**config.mk**
```make
export PLATFORM = sky130hd
export DESIGN_NAME = waypoint_to_wheel_speeds_top
export DESIGN_NICKNAME = d
export VERILOG_FILES = /design/src/hdl/wtws_pkg.sv /design/src/hdl/wtws_cordic.sv /design/src/hdl/wtws_mul.sv /design/src/hdl/wtws_div.sv /design/src/hdl/waypoint_to_wheel_speeds_top.sv
export SDC_FILE = /design/constraint.sdc
export NUM_CORES = 2
export LEC_CHECK = 0
export BUFFER_PORTS_ARGS = -buffer_cell sky130_fd_sc_hd__buf_2
export CAP_MARGIN = 15
export CORE_MARGIN = 2
export CORE_UTILIZATION = 25
export CTS_CLUSTER_SIZE = 12
export DETAILED_ROUTE_END_ITERATION = 10
export PLACE_DENSITY = 0.41
export SETUP_SLACK_MARGIN = 0.02
export SKIP_LAST_GASP = 1
export SYNTH_ARGS = -nofsm -noshare
export SYNTH_HDL_FRONTEND = slang
export SYNTH_HIERARCHICAL = 1
export SYNTH_SLANG_ARGS = --single-unit
```
**constraint.sdc**
```tcl
create_clock -name clk -period 30.4 [get_ports clk]
set_input_delay 1.52 -clock clk [delete_from_list [all_inputs] [get_ports clk]]
set_output_delay 1.52 -clock clk [all_outputs]
set_load 0.01 [all_outputs]
```
**src/hdl/wtws_pkg.sv**
```systemverilog
// Shared constants, types and the arctangent table for the waypoint to wheel speed block.
`timescale 1ns / 1ps
package wtws_pkg;

  localparam int XY_W  = 36;   // CORDIC x/y datapath width
  localparam int Z_W   = 35;   // CORDIC angle width, Q30 radians
  localparam int MUL_W = 34;   // shared multiplier operand width
  localparam int NUM_W = 96;   // dividend width
  localparam int DEN_W = 64;   // divisor width
  localparam int SPD_W = 31;   // wheel speed width
  localparam int CORDIC_STEPS = 31;

  localparam logic [Z_W-1:0]   PI_Q30   = 35'd3373259426;
  localparam logic [MUL_W-1:0] KINV_Q30 = 34'd652032874;
  localparam logic [SPD_W-1:0] SPD_MAX  = '1;

  typedef enum logic [2:0] {
    REG_RADIUS   = 3'd0,
    REG_HALF_WB  = 3'd1,
    REG_HEADING  = 3'd2,
    REG_START_X  = 3'd3,
    REG_START_Y  = 3'd4
  } reg_index_t;

  // start and completion pulses between the sequencer and a shared unit
  typedef struct packed {
    logic start;
  } unit_ctl_t;

  typedef struct packed {
    logic done;
  } unit_sts_t;

  function automatic logic [29:0] atan_q30(input logic [4:0] i);
    logic [29:0] r;
    case (i)
      5'd0:  r = 30'd843314857;
      5'd1:  r = 30'd497837829;
      5'd2:  r = 30'd263043836;
      5'd3:  r = 30'd133525159;
      5'd4:  r = 30'd67021687;
      5'd5:  r = 30'd33543516;
      5'd6:  r = 30'd16775851;
      5'd7:  r = 30'd8388437;
      5'd8:  r = 30'd4194283;
      5'd9:  r = 30'd2097149;
      default: r = 30'd1 << (5'd30 - i);
    endcase
    return r;
  endfunction

endpackage

```
**src/hdl/wtws_cordic.sv**
```systemverilog
// Iterative vectoring CORDIC: one micro-rotation per cycle, gives magnitude and angle.
`timescale 1ns / 1ps
module wtws_cordic (
  input  logic                          clk,
  input  logic                          rst,
  input  wtws_pkg::unit_ctl_t           ctl,
  input  logic signed [wtws_pkg::XY_W-1:0] x0,
  input  logic signed [wtws_pkg::XY_W-1:0] y0,
  input  logic signed [wtws_pkg::Z_W-1:0]  z0,
  output wtws_pkg::unit_sts_t           sts,
  output logic [wtws_pkg::MUL_W-1:0]    xf,
  output logic signed [wtws_pkg::Z_W-1:0]  zf
);
  import wtws_pkg::*;

  logic signed [XY_W-1:0] x, y;
  logic signed [Z_W-1:0]  z;
  logic [4:0] i;
  logic busy;
  logic signed [XY_W-1:0] xs, ys;
  logic signed [Z_W-1:0]  ang;

  assign xs  = x >>> i;
  assign ys  = y >>> i;
  assign ang = $signed({5'd0, atan_q30(i)});
  assign xf  = x[MUL_W-1:0];
  assign zf  = z;

  always_ff @(posedge clk) begin
    if (rst) begin
      busy     <= 1'b0;
      sts.done <= 1'b0;
      i        <= '0;
    end else begin
      sts.done <= 1'b0;
      if (ctl.start) begin
        x    <= x0;
        y    <= y0;
        z    <= z0;
        i    <= '0;
        busy <= 1'b1;
      end else if (busy) begin
        if (y >= 0) begin
          x <= x + ys;
          y <= y - xs;
          z <= z + ang;
        end else begin
          x <= x - ys;
          y <= y + xs;
          z <= z - ang;
        end
        i <= i + 5'd1;
        if (i == 5'(CORDIC_STEPS - 1)) begin
          busy     <= 1'b0;
          sts.done <= 1'b1;
        end
      end
    end
  end
endmodule

```
**src/hdl/wtws_mul.sv**
```systemverilog
// Shift-add multiplier: one partial product added per cycle.
`timescale 1ns / 1ps
module wtws_mul (
  input  logic                         clk,
  input  logic                         rst,
  input  wtws_pkg::unit_ctl_t          ctl,
  input  logic [wtws_pkg::MUL_W-1:0]   a,
  input  logic [wtws_pkg::MUL_W-1:0]   b,
  output wtws_pkg::unit_sts_t          sts,
  output logic [2*wtws_pkg::MUL_W-1:0] prod
);
  import wtws_pkg::*;

  logic [MUL_W-1:0] mcand;
  logic [2*MUL_W-1:0] acc;
  logic [MUL_W:0] upper;
  logic [5:0] cnt;
  logic busy;

  assign upper = {1'b0, acc[2*MUL_W-1:MUL_W]} + (acc[0] ? {1'b0, mcand} : '0);
  assign prod  = acc;

  always_ff @(posedge clk) begin
    if (rst) begin
      busy     <= 1'b0;
      sts.done <= 1'b0;
      cnt      <= '0;
    end else begin
      sts.done <= 1'b0;
      if (ctl.start) begin
        mcand <= a;
        acc   <= {{MUL_W{1'b0}}, b};
        cnt   <= '0;
        busy  <= 1'b1;
      end else if (busy) begin
        acc <= {upper, acc[MUL_W-1:1]};
        cnt <= cnt + 6'd1;
        if (cnt == 6'(MUL_W - 1)) begin
          busy     <= 1'b0;
          sts.done <= 1'b1;
        end
      end
    end
  end
endmodule

```
**src/hdl/wtws_div.sv**
```systemverilog
// Restoring divider, one quotient bit per cycle, saturating quotient.
`timescale 1ns / 1ps
module wtws_div (
  input  logic                         clk,
  input  logic                         rst,
  input  wtws_pkg::unit_ctl_t          ctl,
  input  logic [wtws_pkg::NUM_W-1:0]   num,
  input  logic [wtws_pkg::DEN_W-1:0]   den,
  output wtws_pkg::unit_sts_t          sts,
  output logic [wtws_pkg::SPD_W-1:0]   quo
);
  import wtws_pkg::*;

  logic [NUM_W-1:0] dvd;
  logic [DEN_W-1:0] dvs, rem;
  logic [DEN_W:0] rem2;
  logic [SPD_W:0] q;
  logic ovf;
  logic [6:0] cnt;
  logic busy, take;

  assign rem2 = {rem, dvd[NUM_W-1]};
  assign take = rem2 >= {1'b0, dvs};
  assign quo  = (ovf || q[SPD_W]) ? SPD_MAX : q[SPD_W-1:0];

  always_ff @(posedge clk) begin
    if (rst) begin
      busy     <= 1'b0;
      sts.done <= 1'b0;
      cnt      <= '0;
    end else begin
      sts.done <= 1'b0;
      if (ctl.start) begin
        dvd  <= num;
        dvs  <= den;
        rem  <= '0;
        q    <= '0;
        ovf  <= 1'b0;
        cnt  <= '0;
        busy <= 1'b1;
      end else if (busy) begin
        // quotient bits shifted past the top force saturation
        ovf <= ovf | q[SPD_W];
        q   <= {q[SPD_W-1:0], take};
        rem <= take ? DEN_W'(rem2 - {1'b0, dvs}) : rem2[DEN_W-1:0];
        dvd <= {dvd[NUM_W-2:0], 1'b0};
        cnt <= cnt + 7'd1;
        if (cnt == 7'(NUM_W - 1)) begin
          busy     <= 1'b0;
          sts.done <= 1'b1;
        end
      end
    end
  end
endmodule

```
**src/hdl/waypoint_to_wheel_speeds_top.sv**
```systemverilog
// Top level: waypoint to differential-drive wheel speeds, sequencer over shared units.
//
//  channel   dir  payload
//  s_*       in   tdata[31:0] target_x, tdata[63:32] target_y
//  m_*       out  tdata[30:0] right_speed, tdata[61:31] left_speed
//  wr_*      in   index 0..4 -> wheel_radius, half_wheelbase, start_heading, start_x, start_y
//
// One waypoint runs the normalizing shift s (0..31), the CORDIC, three multiplies and the
// bit-serial divider twice (96 steps each); the divider sets most of the run time.
// A repeated point skips normalization, CORDIC and the distance multiply.
// s_tready is high only while idle.
// A result waits in the output register under m_tready low; the next item is taken meanwhile.
// Reset is synchronous and loads the register defaults.
`timescale 1ns / 1ps
module waypoint_to_wheel_speeds_top #(
  parameter int FRAC_BITS = 16
) (
  input  logic        clk,
  input  logic        rst,
  input  logic        s_tvalid,
  output logic        s_tready,
  input  logic [63:0] s_tdata,   // target_x, target_y
  output logic        m_tvalid,
  input  logic        m_tready,
  output logic [63:0] m_tdata,   // right_speed, left_speed, 2 zero bits
  input  logic        wr_en,
  input  logic [2:0]  wr_index,
  input  logic [31:0] wr_data
);
  import wtws_pkg::*;

  localparam int SH = 30 - FRAC_BITS;
  localparam logic [MUL_W-1:0] C005 = MUL_W'(((64'd1 << FRAC_BITS) + 64'd10) / 64'd20);

  typedef enum logic [3:0] {
    S_IDLE, S_NORM, S_CORD, S_VMUL, S_WMUL, S_DMUL, S_DIVR, S_DIVL, S_FIN
  } state_t;

  state_t state;

  logic [30:0] radius, half_wb;
  logic signed [31:0] prev_x, prev_y, prev_heading;

  logic [32:0] ax, ay, mx;
  logic dx_neg, dy_neg;
  logic [4:0] s;
  logic signed [33:0] w;
  logic [33:0] aw;
  logic [34:0] v;
  logic [65:0] lwm;
  logic [DEN_W-1:0] den;
  logic [SPD_W-1:0] right_spd, left_spd, right_out, left_out;

  // accept-time differences
  logic signed [32:0] dx_in, dy_in;
  logic [32:0] ax_in, ay_in;
  assign dx_in = $signed({s_tdata[31], s_tdata[31:0]}) - $signed({prev_x[31], prev_x});
  assign dy_in = $signed({s_tdata[63], s_tdata[63:32]}) - $signed({prev_y[31], prev_y});
  assign ax_in = dx_in[32] ? 33'(-dx_in) : 33'(dx_in);
  assign ay_in = dy_in[32] ? 33'(-dy_in) : 33'(dy_in);

  // shared units
  unit_ctl_t cord_ctl, mul_ctl, div_ctl;
  unit_sts_t cord_sts, mul_sts, div_sts;
  logic signed [XY_W-1:0] cx0, cy0, ysg;
  logic signed [Z_W-1:0]  cz0, zf;
  logic [MUL_W-1:0] xf, mul_a, mul_b;
  logic [2*MUL_W-1:0] prod;
  logic [NUM_W-1:0] num;
  logic [SPD_W-1:0] quo;

  assign cx0 = $signed({3'd0, ax});
  assign ysg = dy_neg ? -$signed({3'd0, ay}) : $signed({3'd0, ay});
  assign cy0 = dx_neg ? -ysg : ysg;
  assign cz0 = dx_neg ? (dy_neg ? -$signed(PI_Q30) : $signed(PI_Q30)) : '0;

  wtws_cordic u_cordic (
    .clk(clk), .rst(rst), .ctl(cord_ctl), .x0(cx0), .y0(cy0), .z0(cz0),
    .sts(cord_sts), .xf(xf), .zf(zf)
  );

  always_comb begin
    case (state)
      S_VMUL:  begin mul_a = xf;                    mul_b = KINV_Q30;            end
      S_WMUL:  begin mul_a = MUL_W'(half_wb);       mul_b = aw;                  end
      S_DMUL:  begin mul_a = MUL_W'(aw + C005);     mul_b = MUL_W'(radius);      end
      default: begin mul_a = '0;                    mul_b = '0;                  end
    endcase
  end

  wtws_mul u_mul (
    .clk(clk), .rst(rst), .ctl(mul_ctl), .a(mul_a), .b(mul_b), .sts(mul_sts), .prod(prod)
  );

  // dividend: 2.5 * |v*2^F +/- l*w|, scaled by 2^F
  logic signed [67:0] vsh, lws, sum_r, sum_l, sum_sel;
  logic [66:0] nmag;
  assign vsh     = $signed(68'(v) << FRAC_BITS);
  assign lws     = w[33] ? -$signed({2'b00, lwm}) : $signed({2'b00, lwm});
  assign sum_r   = vsh + lws;
  assign sum_l   = vsh - lws;
  assign sum_sel = (state == S_DIVL) ? sum_l : sum_r;
  assign nmag    = sum_sel[67] ? 67'(-sum_sel) : 67'(sum_sel);
  assign num     = (({29'd0, nmag} << 2) + {29'd0, nmag}) << (FRAC_BITS - 1);

  wtws_div u_div (
    .clk(clk), .rst(rst), .ctl(div_ctl), .num(num), .den(den), .sts(div_sts), .quo(quo)
  );

  // heading and distance after CORDIC / multiply
  logic signed [Z_W-1:0] zr;
  logic signed [31:0] theta;
  logic [65:0] vsum;
  assign zr    = zf + $signed(Z_W'(1) << (SH - 1));
  assign theta = 32'(zr >>> SH);
  assign vsum  = {2'b00, prod[63:0]} + (66'd1 << (29 + s));

  assign s_tready = (state == S_IDLE);
  assign m_tdata  = {2'b00, left_out, right_out};

  always_ff @(posedge clk) begin
    if (rst) begin
      state        <= S_IDLE;
      m_tvalid     <= 1'b0;
      radius       <= 31'(64'd1 << FRAC_BITS);
      half_wb      <= 31'(64'd1 << FRAC_BITS);
      prev_x       <= '0;
      prev_y       <= '0;
      prev_heading <= '0;
      cord_ctl     <= '0;
      mul_ctl      <= '0;
      div_ctl      <= '0;
    end else begin
      cord_ctl <= '0;
      mul_ctl  <= '0;
      div_ctl  <= '0;
      if (m_tvalid && m_tready && state != S_FIN) m_tvalid <= 1'b0;

      if (wr_en) begin
        case (wr_index)
          REG_RADIUS:  radius  <= wr_data[30:0];
          REG_HALF_WB: half_wb <= wr_data[30:0];
          REG_HEADING: prev_heading <= 32'($signed(wr_data[18:0]));
          REG_START_X: prev_x <= $signed(wr_data);
          REG_START_Y: prev_y <= $signed(wr_data);
          default: ;
        endcase
      end

      case (state)
        S_IDLE: begin
          if (s_tvalid) begin
            ax     <= ax_in;
            ay     <= ay_in;
            mx     <= (ax_in > ay_in) ? ax_in : ay_in;
            dx_neg <= dx_in[32];
            dy_neg <= dy_in[32];
            s      <= '0;
            prev_x <= $signed(s_tdata[31:0]);
            prev_y <= $signed(s_tdata[63:32]);
            if (ax_in == '0 && ay_in == '0) begin
              // same point: heading and distance are zero
              w            <= -$signed({{2{prev_heading[31]}}, prev_heading});
              aw           <= prev_heading[31] ? 34'(-$signed({{2{prev_heading[31]}}, prev_heading}))
                                               : 34'(prev_heading);
              prev_heading <= '0;
              v            <= '0;
              mul_ctl.start <= 1'b1;
              state        <= S_WMUL;
            end else begin
              state <= S_NORM;
            end
          end
        end
        S_NORM: begin
          if (mx[32:31] == 2'b00) begin
            ax <= ax << 1;
            ay <= ay << 1;
            mx <= mx << 1;
            s  <= s + 5'd1;
          end else begin
            cord_ctl.start <= 1'b1;
            state          <= S_CORD;
          end
        end
        S_CORD: begin
          if (cord_sts.done) begin
            w  <= 34'(theta) - 34'(prev_heading);
            aw <= ((34'(theta) - 34'(prev_heading)) & (34'd1 << 33)) != '0
                  ? 34'(34'(prev_heading) - 34'(theta)) : 34'(34'(theta) - 34'(prev_heading));
            prev_heading  <= theta;
            mul_ctl.start <= 1'b1;
            state         <= S_VMUL;
          end
        end
        S_VMUL: begin
          if (mul_sts.done) begin
            v             <= 35'(vsum >> (30 + s));
            mul_ctl.start <= 1'b1;
            state         <= S_WMUL;
          end
        end
        S_WMUL: begin
          if (mul_sts.done) begin
            lwm           <= prod[65:0];
            mul_ctl.start <= 1'b1;
            state         <= S_DMUL;
          end
        end
        S_DMUL: begin
          if (mul_sts.done) begin
            den           <= prod[DEN_W-1:0];
            div_ctl.start <= 1'b1;
            state         <= S_DIVR;
          end
        end
        S_DIVR: begin
          if (div_sts.done) begin
            right_spd     <= quo;
            div_ctl.start <= 1'b1;
            state         <= S_DIVL;
          end
        end
        S_DIVL: begin
          if (div_sts.done) begin
            left_spd <= quo;
            state    <= S_FIN;
          end
        end
        S_FIN: begin
          // hold until the output register is free
          if (!m_tvalid || m_tready) begin
            right_out <= right_spd;
            left_out  <= left_spd;
            m_tvalid  <= 1'b1;
            state     <= S_IDLE;
          end
        end
        default: state <= S_IDLE;
      endcase
    end
  end
endmodule
```
==> results.py <==
metrics = {
    "status": {
        "status": "finished, final reports clean",
    },
    "finish": {
        "instances_no_fill": 15520,
        "finalInstanceArea_sq_um": 104000,
        "area_delta_synth_final_pct": 11.32,
        "fillCellCount": 39970,
        "final_layout_size_suffix_gt1_share_pct": 9.960,
        "layout.nets": 11150,
    },
    "timing": {
        "setup-tns-final_ns": 0,
        "rsz0062_at_grt": "false",
        "holdWs_ns": 0.3845,
        "fmax_mhz": 76.36,
        "layout_min_cycle_time_ns": 13.10,
        "fin_crit_sh_pct": 43.08,
        "drv_slew": 0,
        "setup_violations": 0,
        "hold_viol": 0,
        "fin_skew_ns": 0.08043,
        "relSlewSlack_pct": 20.21,
        "worstMarginPinSlew_ns": 1.191,
    },
    "logic_synthesis": {
        "synth-seq-cells": 1086,
        "synth_area_sq_um": 93400,
        "yosys_warnings": 6,
        "synth_cells": 10520,
        "ys_types": 142,
        "ys.flop_type": "edfxtp_1",
        "synth_edf_count": 896,
        "avgSynthCellArea_sq_um": 8.877,
        "yosysTopAreaCell": "edfxtp_1",
        "synth.top_cell.area_share_pct": 28.81,
        "synthTopCellsByArea": "edfxtp_1 29%, ha_1 8.0%, xnor2_1 4.7%",
        "synthArstFlopShare_pct": 0,
        "synth_seq_area_share_pct": 32.88,
    },
    "power": {
        "p_per_area_nw_per_um2": 67.65,
        "p_sw_uw": 2945,
        "p_sw_share_pct": 41.87,
        "leakage_uw": 0.03839,
        "power_frac_seq_pct": 28.8,
        "power.internal_uw": 4089,
        "p_clk_share_pct": 24.4,
        "vdd_drop_max_mv": 0.08054,
        "combPwrFrac_pct": 46.8,
    },
    "die": {
        "core-area_sq_um": 372200,
        "start_util_pct": 25.09,
        "dieHeight_microns": 615.2,
        "dieWidth_microns": 615.2,
        "rows": 224,
        "io_pins": 170,
        "die-area_sq_um": 378500,
    },
    "clocking": {
        "max-clock-path-buffers": 4,
        "cts_buffers": 147,
        "cts-root-buf": "clkbuf_16",
        "postCtsHoldBufs": 0,
        "insertion_delay_ns": 0.85,
        "clk_pin_slew_ns": 0.07,
        "cts_tree": "done",
        "cts_resized": 0,
        "htree_levels": 4,
        "cts_setup_buffers": 0,
        "clkSinkCount": 1086,
    },
    "worst_setup_path": {
        "cp_slowest_cell": "nand3_1",
        "arrival_ns": 13.63,
        "path_class": "flop to flop",
        "critical-path-max-stage-delay_ns": 0.69,
        "rr_worst_depth": 38,
        "worstPathRequired_ns": 30.94,
        "rr_endpoint": "u_div/dvd[83]",
        "path_depth": 38,
        "critical_path.top_delay_family": "compound AO/OA/AOI/OAI gates",
        "reg2reg_from": "lwm[14]",
        "end_kind": "flop",
        "crit_buf_inv": 2,
        "cp_common_cell": "o21ai_0",
        "crit_fanout": 40,
        "startpoint_type": "flop",
        "r2r_setup_slack_ns": 17.30,
    },
    "detailed_routing": {
        "drt-pass1-iter-count": 8,
        "wl_per_cell_microns": 23.56,
        "drc_errors": 0,
        "num_vias": 81490,
        "drt.antenna.violating_nets": 0,
        "wl_mm": 365.5,
        "avgViaCountPerCell": 5.252,
        "drtIter0Drc": 6347,
    },
    "hold_path": {
        "hp-class": "flop to flop",
        "hold_depth": 0,
        "holdPathEnd": "left_out[16]",
        "hold_start": "left_spd[16]",
    },
    "global_route": {
        "grt_pass1_vias": 79400,
        "grt_max_degree": 140,
        "grtUsageTotal_pct": 18.55,
        "grt_remaining_overflow": 0,
        "grt_pass1_wl_mm": 536.3,
        "grt_antenna_before_repair": 31,
    },
    "placement": {
        "io_buffers": 167,
        "hpwl_mm": 281.2,
        "postPlaceCellArea_sq_um": 99330,
        "globalplace.congestion": 0.9295,
        "dp_cells": 15250,
    },
    "flow_run": {
        "max-cap-violations": 0,
    },
}
==> power by group through the flow <==
stage	clock, uW	combinational (uW)	sequential [uW]
floorplan	0	2310	1970
global placement	0	3240	2050
detailed placement	0	3260	2060
CTS	1780	3280	2030
global route	1830	3610	2040
finish	1710	3290	2030
==> worst reg2reg max path: cells and delay by family, from the launching register on <==
family	cells	cell delay [ns]
AO/OA/AOI/OAI	18	5.46
AND/OR/NAND/NOR	11	4.31
adder cells (fa/ha/maj)	3	1.33
XOR/XNOR	3	0.53
flip-flops	1	0.48
buffers and inverters	2	0.47
multiplexers	1	0.26
==> cell usage after synthesis, types with 171 or more instances <==
cell,count
clkbuf_1,423
o21ai_0,635
mux2i_1,238
edfxtp_1,896
nor2_1,856
xor2_1,304
mux2_2,213
a21oi_1,795
dfxtp_1,190
xnor2_1,504
nor3_1,187
a211oi_1,171
nand3_1,221
inv_1,466
nand2_1,998
a21o_1,295
ha_1,598
==> stage by stage <==
stage	utilization (%)	power [uW]	setup WS, ns
floorplan	-	4279	17.18
global placement	26.69	5289	17.58
detailed placement	26.69	5320	17.46
CTS	27.92	7086	17.41
global route	27.93	7476	16.36
finish	27.94	7034	17.30
==> per-layer routing <==
metal	wire length, microns	vias to the layer above	global-route usage [%]
met5	86	-	0
met4	13920	16	6.298
met3	16600	534	2.094
met2	170400	2285	31.22
met1	164500	39900	24.55
li1	-	38760	-
==> cell type report <==
cell class,instances,area [sq um],share of cell area [%]
Multi-Input combinational cell,8412,58670,56.42
Sequential cell,1086,30730,29.56
Tap cell,4972,6221,5.983
Clock buffer,172,3824,3.677
Timing Repair Buffer,311,1953,1.878
Inverter,474,1779,1.711
Clock inverter,77,773.2,0.7437
Antenna cell,12,30.03,0.02888
==> registers in the layout, summed over array words and instances, names as in the netlist, 33 cells and up <==
| signal | count |
|---|---|
| mx | 33 |
| u_cordic/zf | 35 |
| v | 35 |
| u_cordic/x | 36 |
| u_mul/mcand | 34 |
| ay | 33 |
| u_mul/prod | 68 |
| lwm | 66 |
| ax | 33 |
| u_cordic/y | 36 |
| u_div/rem | 64 |
| den | 64 |
| u_div/dvd | 96 |
| aw | 34 |
| u_div/dvs | 64 |
==> worst max-delay path by stage <==
stage | start | end | slack, ns
floorplan | rst | ax[0] | 17.18
global route | lwm[14] | u_div/dvd[83] | 16.36
CTS | lwm[14] | u_div/dvd[83] | 17.41
detailed placement | lwm[6] | u_div/dvd[83] | 17.46
finish | lwm[14] | u_div/dvd[83] | 17.30
global placement | lwm[6] | u_div/dvd[83] | 17.58
==> layout by cell type, fill, tap and decap left out, drive strengths merged, types with 32 or more instances in the layout <==
master	count
o22ai	70
nor2	858
xor2	306
a31oi	115
nand2b	119
a211oi	177
mux4	88
o41ai	55
edfxtp	896
buf	310
o21bai	98
nor3	188
or2	74
xnor2	507
a22oi	39
o211ai	80
ha	598
and2	134
o21ai	660
nor2b	119
a211o	32
nor4	75
nand3	225
o21a	93
clkbuf	173
inv	480
mux2	217
a221o	38
mux2i	239
conb	47
clkinv	53
dfxtp	190
a21oi	797
or4	37
and3	99
o31ai	134
nand2	999
a21o	295
nand4	151
or3	145
==> cell families (layout without fill, tap and decap cells) <==
family	count (synthesis)	count (layout)	synth area share (%)
buffers and inverters	1070	1034	4.734
xor gates and xnor gates	814	814	7.688
and+or+nand+nor	3343	3343	17.49
muxes	544	544	7.319
other	1	59	0.004015
adders and majority gates	609	609	8.246
DFF	1086	1086	32.88
AOI/OAI and AO/OA	3055	3055	21.64
Note: power is estimated with default switching activity, not from simulation.
